### config.mk
export PLATFORM = sky130hd
export DESIGN_NAME = cffis_front
export DESIGN_NICKNAME = d
export VERILOG_FILES = /design/src/hw/rtl/cffis_pkg.sv /design/src/hw/rtl/cffis_front.sv
export SDC_FILE = /design/constraint.sdc
export NUM_CORES = 1
export LEC_CHECK = 0
export ABC_AREA = 1
export BUFFER_PORTS_ARGS = -buffer_cell sky130_fd_sc_hd__buf_2
export CAP_MARGIN = 20
export CORE_MARGIN = 4
export CORE_UTILIZATION = 60
export CTS_CLUSTER_DIAMETER = 30
export CTS_CLUSTER_SIZE = 16
export DETAILED_ROUTE_END_ITERATION = 12
export HOLD_SLACK_MARGIN = 0.1
export PLACE_DENSITY = 0.8
export SYNTH_ARGS = -nofsm -noshare
export SYNTH_HDL_FRONTEND = slang
export SYNTH_SLANG_ARGS = --single-unit
### constraint.sdc
create_clock -name aclk -period 2.5 [get_ports aclk]
set_input_delay 0.125 -clock aclk [delete_from_list [all_inputs] [get_ports aclk]]
set_output_delay 0.125 -clock aclk [all_outputs]
set_load 0.02 [all_outputs]
### src/hw/rtl/cffis_pkg.sv
package cffis_pkg;

    // Input mode codes
    localparam logic [1:0] MODE_APPEND = 2'd0;
    localparam logic [1:0] MODE_CLOSE  = 2'd1;
    localparam logic [1:0] MODE_PULL   = 2'd2;

    // Command kinds passed from the front to the back
    localparam logic [1:0] CMD_APPEND = 2'd0;
    localparam logic [1:0] CMD_CLOSE  = 2'd1;
    localparam logic [1:0] CMD_PULL   = 2'd2;

    // Offset size thresholds
    localparam logic [31:0] LIM_1B = 32'h0000_00ff;
    localparam logic [31:0] LIM_2B = 32'h0000_ffff;
    localparam logic [31:0] LIM_3B = 32'h00ff_ffff;

    typedef struct packed {
        logic [1:0] kind;
        logic [7:0] data_byte;
    } cmd_t;

    // Fewest bytes (1 to 4) that hold the given total
    function automatic logic [2:0] offset_size(input logic [31:0] total);
        logic [2:0] size;
        if (total <= LIM_1B) begin
            size = 3'd1;
        end else if (total <= LIM_2B) begin
            size = 3'd2;
        end else if (total <= LIM_3B) begin
            size = 3'd3;
        end else begin
            size = 3'd4;
        end
        return size;
    endfunction

endpackage

### src/hw/rtl/cffis_front.sv
module cffis_front (
    input  logic              aclk,
    input  logic              aresetn,
    input  logic              s_valid,
    output logic              s_ready,
    input  logic [1:0]        s_mode,
    input  logic [7:0]        s_data_byte,
    output logic              cmd_valid,
    input  logic              cmd_ready,
    output cffis_pkg::cmd_t   cmd
);

    localparam int QDEPTH = 4;
    localparam int QAW    = $clog2(QDEPTH);

    cffis_pkg::cmd_t q_reg [QDEPTH];
    logic [QAW:0]    wr_ptr_reg, wr_ptr_next;
    logic [QAW:0]    rd_ptr_reg, rd_ptr_next;
    logic            full, empty;
    logic            push, pop, keep;
    cffis_pkg::cmd_t cls;

    // Classify the incoming word; undefined modes are dropped here
    always_comb begin
        cls.data_byte = s_data_byte;
        cls.kind      = cffis_pkg::CMD_APPEND;
        keep          = 1'b1;
        unique case (s_mode)
            cffis_pkg::MODE_APPEND: cls.kind = cffis_pkg::CMD_APPEND;
            cffis_pkg::MODE_CLOSE:  cls.kind = cffis_pkg::CMD_CLOSE;
            cffis_pkg::MODE_PULL:   cls.kind = cffis_pkg::CMD_PULL;
            default:                keep     = 1'b0;
        endcase
    end

    assign full  = (wr_ptr_reg[QAW] != rd_ptr_reg[QAW]) &&
                   (wr_ptr_reg[QAW-1:0] == rd_ptr_reg[QAW-1:0]);
    assign empty = (wr_ptr_reg == rd_ptr_reg);

    assign s_ready   = !full;
    assign cmd_valid = !empty;
    assign cmd       = q_reg[rd_ptr_reg[QAW-1:0]];

    assign push = s_valid && s_ready && keep;
    assign pop  = cmd_valid && cmd_ready;

    assign wr_ptr_next = push ? wr_ptr_reg + 1'b1 : wr_ptr_reg;
    assign rd_ptr_next = pop  ? rd_ptr_reg + 1'b1 : rd_ptr_reg;

    // Advance queue pointers
    always_ff @(posedge aclk) begin
        if (!aresetn) begin
            wr_ptr_reg <= '0;
            rd_ptr_reg <= '0;
        end else begin
            wr_ptr_reg <= wr_ptr_next;
            rd_ptr_reg <= rd_ptr_next;
        end
    end

    // Hold queued commands
    always_ff @(posedge aclk) begin
        if (push) begin
            q_reg[wr_ptr_reg[QAW-1:0]] <= cls;
        end
    end

endmodule

---- Word level (Yosys, flattened, before mapping) ----
Memories as Yosys holds them, arrays and structs flattened. A register that Yosys moved wholly into a read port is not among the register bits.
Index checks and enable logic that the tools add are counted.
operators by class
  order comparisons ....................... 0
  bitwise logic cells ..................... 0
  eq/ne operators ......................... 5
  divide/modulo/power cells ............... 0
  $add $sub $neg .......................... 2
  shift-type cells ........................ 0
  reduce and logical (&&, ||, !) cells .... 8
  mux-type cells .......................... 6
  multipliers ............................. 0
operator list
  operator                                             count
  adder 3 x 1 -> 3 bit, second input constant          2
  logical AND 1 bit                                    4
  2-to-1 mux 2 bit                                     2
  case mux 2 bit (2 select lines)                      1
  equality test 3 bit                                  1
  2-to-1 mux 1 bit                                     3
  OR reduction 3 bit                                   1
  equality test 2 x 1 -> 1 bit, second input constant  1
  equality test 2 bit                                  1
  equality test 2 bit, second input constant           1
  zero test 1 bit                                      2
  zero test 2 bit                                      1
  != test 1 bit                                        1
word-level totals
  register bits after elaboration ......... 6
  input port bits ......................... 14
  bits in latches ......................... 0
  bits in read-only memories .............. 0
  RAM bits ................................ 40
  word-level logic and storage cells ...... 24
  output and inout bits ................... 12
  memories kept ........................... 1
memory list
  name   words  width  read ports  clocked after Yosys merged registers in  write ports  RTL line           source
  q_reg  4      10     1           1                                        1            cffis_front.sv:16  cffis_pkg::cmd_t q_reg [QDEPTH];

---- Longest topological paths before layout ----
Gate-level depths: netlist (run 1).
  word-level depth ........................ 7
  gate-level depth with buffers ........... 8
  mapped depth without buffers ............ 8

---- Worst setup path before layout (run 1) ----
OpenSTA, ideal clock, no wires.
  kind .................................... reg-to-reg
  start point ............................. register wr_ptr_reg[1]
  end point ............................... memory q_reg[0][0] (netlist bit) (enable)
  stages on the path, launching flop included .. 7
  arrival time ............................ 1.302 ns
  period minus slack after synthesis ...... 1.678 ns
  slack ................................... 0.822 ns
  path buffers ............................ 0
  required time ........................... 2.124 ns
  setup time .............................. 0.376 ns
  cells stage by stage .................... dfxtp_1 > inv_1 > nand2_1 > nand2_1 > nand3_4 > nand3_4 > nor2_1
on the way
  word-level cells in the longest chain between the ends .. 7
ends and longest elaborated chain
  item                                    RTL line           source
  start, declared                         cffis_front.sv:17  logic [QAW:0] wr_ptr_reg, wr_ptr_next;
  start signal, assigned                  cffis_front.sv:56  wr_ptr_reg <= wr_ptr_next;
  equality test 2 bit                     cffis_front.sv:37  (wr_ptr_reg[QAW-1:0] == rd_ptr_reg[QAW-1:0]);
  logical AND 1 bit                       cffis_front.sv:36  assign full = (wr_ptr_reg[QAW] != rd_ptr_reg[QAW]) &&
  zero test 1 bit                         cffis_front.sv:40  assign s_ready = !full;
  net s_ready                             cffis_front.sv:5   output logic s_ready,
  logical AND 1 bit (2 in series)         cffis_front.sv:44  assign push = s_valid && s_ready && keep;
  2-to-1 mux 1 bit                        cffis_front.sv:63  if (push) begin
  2-to-1 mux 1 bit (implied by the code)  cffis_front.sv:64  q_reg[wr_ptr_reg[QAW-1:0]] <= cls;
  end, declared                           cffis_front.sv:16
The timed path passes the listed nets, and every way through them passes these cells.

==> impl_metrics.csv, run 1 <==
group,metric,value,unit
sta,setup_viol,0,
cts,clock_sinks,48,
cts,post-cts-setup-buffers,0,
run,max_cap_violations,0,
sta,worstMarginPinSlew,526,ps
yosys,yosysSeqAreaShare,68.0,%
yosys,synth_area,2000,um2
run_status,status,"finished, final reports clean",
finish,area_growth,18.6,%
yosys,synth_warnings,0,
grt,grt_pass1_wl,6.09,mm
floorplanning,die_w,65.8,um
finish,final_cell_mix,"40 x edfxtp_1, 32 x nor2_1, 25 x buf_2, 21 x o21ai_0, 18 x nand2_1",
finish,fin_util,75.9,%
floorplanning,die_area,4320,um2
floorplanning,core-area,3130,um2
yosys,synth-edff-count,40,
finish,fin_nets,234,
yosys,synth_top_area_share,60.0,%
drt,vias,1369,
worst_hold_path,hp-class,"in -> reg",
finish,drive_above_1_share,22.7,%
place,io_buffers,25,
sta,slew-limit-headroom,64.9,%
cts,path_clk_slew,130,ps
sta,finalSetupTns,0,ps
sta,slew_violations,0,
yosys,yosysTopAreaCell,"edfxtp_1",
yosys,syn_inst,174,
floorplanning,boundaryPins,26,
power_and_ir_drop,peakVddDrop,0.412,mV
critical_path,worstSetupPathType,"reg -> out",
cts,cts_buffer_depth,2,
yosys,synth-main-ff-cell,"edfxtp_1",
finish,antennaDiodeCount,0,
yosys,async_flop_share,0,%
grt,grt_max_degree,22,
grt,overflow,0,
critical_path,end_kind,"output port",
place,dp_hpwl,2.51,mm
finish,n_fill_cell,205,
yosys,ys_top_cells_by_area,"edfxtp_1 60%, dfxtp_1 8.0%, nor2_1 6.0%, o21ai_0 5.3%, nand2_1 3.4%",
finish,seq_area,1360,um2
drt,first_iter_violations,101,
cts,clock_latency,350,ps
drt,wl_per_cell,14.6,um
sta,skew,4.22,ps
sta,fmax,0.530,GHz
cts,htreeDepth,2,
drt,ant_nets,0,
sta,rsz0062_at_grt,"no",
power_and_ir_drop,p_per_area,724,nW/um2
floorplanning,rows,20,
critical_path,critPathMaxFanout,21,
grt,antenna_found_initial,0,
yosys,avgSynthCellArea,11.5,um2
drt,wirelength,3.78,mm
sta,finalHoldViolCount,0,
drt,via_per_inst,5.27,
critical_path,required,2380,ps
drt,drc,0,
cts,cts-buffers-inserted,5,
cts,postCtsHoldBufs,10,
finish,multi_input_area,551,um2
place,gp_congestion,0.845,
yosys,synth-seq-cells,48,
critical_path,critPathLaunchType,"flop",
floorplanning,initial_core_util,64.0,%
cts,post_cts_resize_count,0,
cts,cts_tree,"built",
grt,grt_pass1_vias,1325,
sta,post-route-min-period,1890,ps
floorplanning,die_h,65.8,um
finish,largest_reg_flops,40,
yosys,ys_types,20,
power_and_ir_drop,leakage,0.942,nW
critical_path,arrival,1760,ps
drt,dr.pass1.iters,4,
sta,fin_crit_sh,75.5,%
yosys,syn_nets,193,
grt,grt.total_usage,19.5,%
cts,clockRootBuffer,"clkbuf_4",
finish,layout_commonest_cell,"edfxtp_1",
[kinds of logic (layout without fill, tap and decap cells)]
group	count (synthesis)	in the layout	synth area share, %
flops	48	48	68.0
buf+inv	24	66	4.50
fa+ha+maj	5	5	3.13
simple gates	62	62	14.6
xor+xnor	1	1	0.438
compound gates	34	34	9.38
[power by group]
part / switching, mW / leakage (nW) / internal, mW
Sequential: 0.0276 / 0.433 / 0.907
Combinational: 0.224 / 0.468 / 0.117
Clock: 0.233 / 0.0412 / 0.209
Total: 0.484 / 0.942 / 1.23
[metal layers]
metal / GRT usage [%] / vias up / share of wire, %
li1: - / 683 / -
met1: 20.6 / 630 / 38
met2: 34.9 / 44 / 53
met3: 5.64 / 12 / 5.7
met4: 9.84 / 0 / 3.0
met5: 0 / - / 0
[metrics by stage]
step	hold WS (ps)	power [mW]	area, um2	setup slack [ps]	cells
2_1_floorplan	224	1.17	2000	822	174
3_3_place_gp	344	1.27	2190	940	242
3_5_place_dp	346	1.28	2190	843	242
4_1_cts	106	1.73	2370	595	260
5_1_grt	116	1.81	2370	421	260
6_report	119	1.72	2370	612	260
[synth_stat cells (3+ instances only)]
cell      instances
dfxtp_1           8
nor2_1           32
o21ai_0          21
nand2_1          18
o22ai_1          10
clkbuf_1          5
nand4_1           3
inv_2             4
edfxtp_1         40
ha_1              5
nand2_2           3
inv_1            15
[critical path, stage by stage (launching register included)]
cell and delay (ps):
dfxtp_1 320, buf_4 190, inv_1 410, o21ai_0 170, o22ai_1 130, buf_2 190
[path summary, 6_finish.rpt]
path	startpoint	slack (ps)	to	cells after the start
hold reg to reg	rd_ptr_reg[2]$_SDFFE_PN0P_	560	rd_ptr_reg[2]$_SDFFE_PN0P_	2
setup / recovery	flop	610	cmd[3]	5
hold / removal	s_mode[0]	120	q_reg[2][9]$_DFFE_PP_	2
setup reg to reg	wr_ptr_reg[0]$_SDFFE_PN0P_	840	q_reg[3][2]$_DFFE_PP_	4
[cell type report]
type / instances / share of cell area [%]
Clock buffer: 5 / 1.58
Clock inverter: 3 / 1.79
Inverter: 19 / 3.00
Multi-Input combinational cell: 102 / 23.2
Sequential cell: 48 / 57.4
Tap cell: 44 / 2.32
Timing Repair Buffer: 39 / 10.8
No activity file was read; power rests on OpenSTA's default activity.
==> run 2, diff against run 1 <==
Settings changed: CORE_UTILIZATION 60 to 56, PLACE_DENSITY 0.8 to 0.76.
Clock period 2.5 ns to 1.9 ns, I/O delays scaled along.
==> run 2 against run 1 <==
Compared with the run above:
- worst setup slack got worse by 450 ps
- largest cell class unchanged
- clock skew up 1.7 ps
- critical path depth fell by 1
- core utilization down 6.0 points
- cell count increased by 1.5%
- routed wire length grew 0.34%
- sequential power up 32%
- critical path type unchanged
- clock power fell by 2%
- largest power group unchanged
- via count rose by 2.0%
- hold slack improved by 17 ps
==> impl_metrics.csv, run 2 (same netlist as run 1, synthesis figures left out) <==
group,metric,value,unit
run_status,status,"finished, final reports clean",
floorplanning,die_w,67.8,um
cts,cts_tree,"built",
drt,drc,0,
place,gp_congestion,0.774,
power_and_ir_drop,p_per_area,893,nW/um2
finish,fin_nets,236,
cts,clock_latency,350,ps
grt,grt.total_usage,18.9,%
finish,antennaDiodeCount,0,
finish,layout_commonest_cell,"edfxtp_1",
floorplanning,die_h,67.8,um
worst_hold_path,hp-class,"in -> reg",
power_and_ir_drop,peakVddDrop,0.551,mV
power_and_ir_drop,leakage,0.935,nW
sta,rsz0062_at_grt,"no",
sta,fmax,0.575,GHz
drt,wirelength,3.80,mm
drt,first_iter_violations,106,
run,max_cap_violations,0,
sta,finalSetupTns,0,ps
cts,post_cts_resize_count,0,
critical_path,critPathMaxFanout,11,
drt,dr.pass1.iters,5,
finish,area_growth,18.3,%
critical_path,critPathLaunchType,"flop",
finish,seq_area,1360,um2
grt,overflow,0,
drt,vias,1397,
floorplanning,core-area,3390,um2
cts,post-cts-setup-buffers,0,
cts,htreeDepth,2,
grt,grt_max_degree,21,
finish,drive_above_1_share,21.6,%
finish,n_fill_cell,249,
floorplanning,die_area,4600,um2
floorplanning,initial_core_util,59.1,%
finish,fin_util,69.9,%
critical_path,worstSetupPathType,"reg -> out",
drt,ant_nets,0,
cts,cts-buffers-inserted,5,
critical_path,end_kind,"output port",
critical_path,required,1800,ps
sta,post-route-min-period,1740,ps
cts,clockRootBuffer,"clkbuf_4",
critical_path,reg2reg_slack,220,ps
grt,grt_pass1_vias,1293,
finish,largest_reg_flops,40,
sta,setup_viol,0,
cts,path_clk_slew,120,ps
sta,skew,5.91,ps
floorplanning,rows,21,
sta,slew_violations,0,
finish,final_cell_mix,"40 x edfxtp_1, 32 x nor2_1, 25 x buf_2, 21 x o21ai_0, 18 x nand2_1",
cts,cts_buffer_depth,2,
sta,worstMarginPinSlew,549,ps
sta,fin_crit_sh,91.6,%
finish,multi_input_area,551,um2
drt,wl_per_cell,14.4,um
place,dp_hpwl,2.43,mm
place,io_buffers,25,
critical_path,arrival,1650,ps
floorplanning,boundaryPins,26,
sta,slew-limit-headroom,63.3,%
cts,clock_sinks,48,
cts,postCtsHoldBufs,12,
grt,grt_pass1_wl,6.02,mm
grt,antenna_found_initial,0,
sta,finalHoldViolCount,0,
drt,via_per_inst,5.29,
## run 2: cell types whose count changed in the layout (fill, tap and decap cells not counted)
cell | previous run | this run
clkinv_1 | 0 | 1
clkbuf_1 | 0 | 1
bufinv_16 | 1 | 0
clkinv_2 | 1 | 0
dlygate4sd3_1 | 10 | 12
## run 2: path summary, 6_finish.rpt
kind / start / to / depth (start not counted)
setup / recovery: flop / cmd[8] / 4
setup reg to reg: wr_ptr_reg[0]$_SDFFE_PN0P_ / q_reg[3][9]$_DFFE_PP_ / 4
hold reg to reg: rd_ptr_reg[2]$_SDFFE_PN0P_ / rd_ptr_reg[2]$_SDFFE_PN0P_ / 2
hold / removal: s_valid / wr_ptr_reg[1]$_SDFFE_PN0P_ / 4
## run 2: power by group
group          switching (mW)  total [mW]  internal (mW)
logic                   0.295       0.452          0.157
clock network           0.293       0.434          0.141
registers              0.0357        1.23           1.19
total                   0.623        2.12           1.49
## run 2: area by class of cell
| cell class | count | share of cell area, % |
|---|---|---|
| Sequential cell | 48 | 57.5 |
| Clock buffer | 6 | 1.74 |
| Multi-Input combinational cell | 102 | 23.2 |
| Clock inverter | 2 | 0.475 |
| Timing Repair Buffer | 41 | 11.6 |
| Inverter | 19 | 3.01 |
| Tap cell | 46 | 2.43 |
## run 2: metal layers
metal,vias up,wire (um),track usage [%]
li1,687,-,-
met1,659,1550,21.2
met2,43,2000,33.5
met3,8,183,5.49
met4,0,62,7.94
met5,-,0,0
## run 2: worst max-delay path, stage by stage (launching register included)
cell     delay, ps
dfxtp_1        590
inv_1          280
o21ai_0        150
o22ai_1        110
buf_2          170
## run 2: through the flow
| stage | instance area (um2) | std cells | power [mW] | hold WS [ps] | setup slack (ps) |
|---|---|---|---|---|---|
| 4_1_cts | 2370 | 264 | 2.13 | 117 | 161 |
| 6_report | 2370 | 264 | 2.12 | 136 | 160 |
| 5_1_grt | 2370 | 264 | 2.24 | 122 | 30.0 |
| 3_3_place_gp | 2200 | 244 | 1.67 | 311 | 309 |
| 2_1_floorplan | 2000 | 174 | 1.54 | 194 | 222 |
| 3_5_place_dp | 2200 | 244 | 1.69 | 310 | 237 |
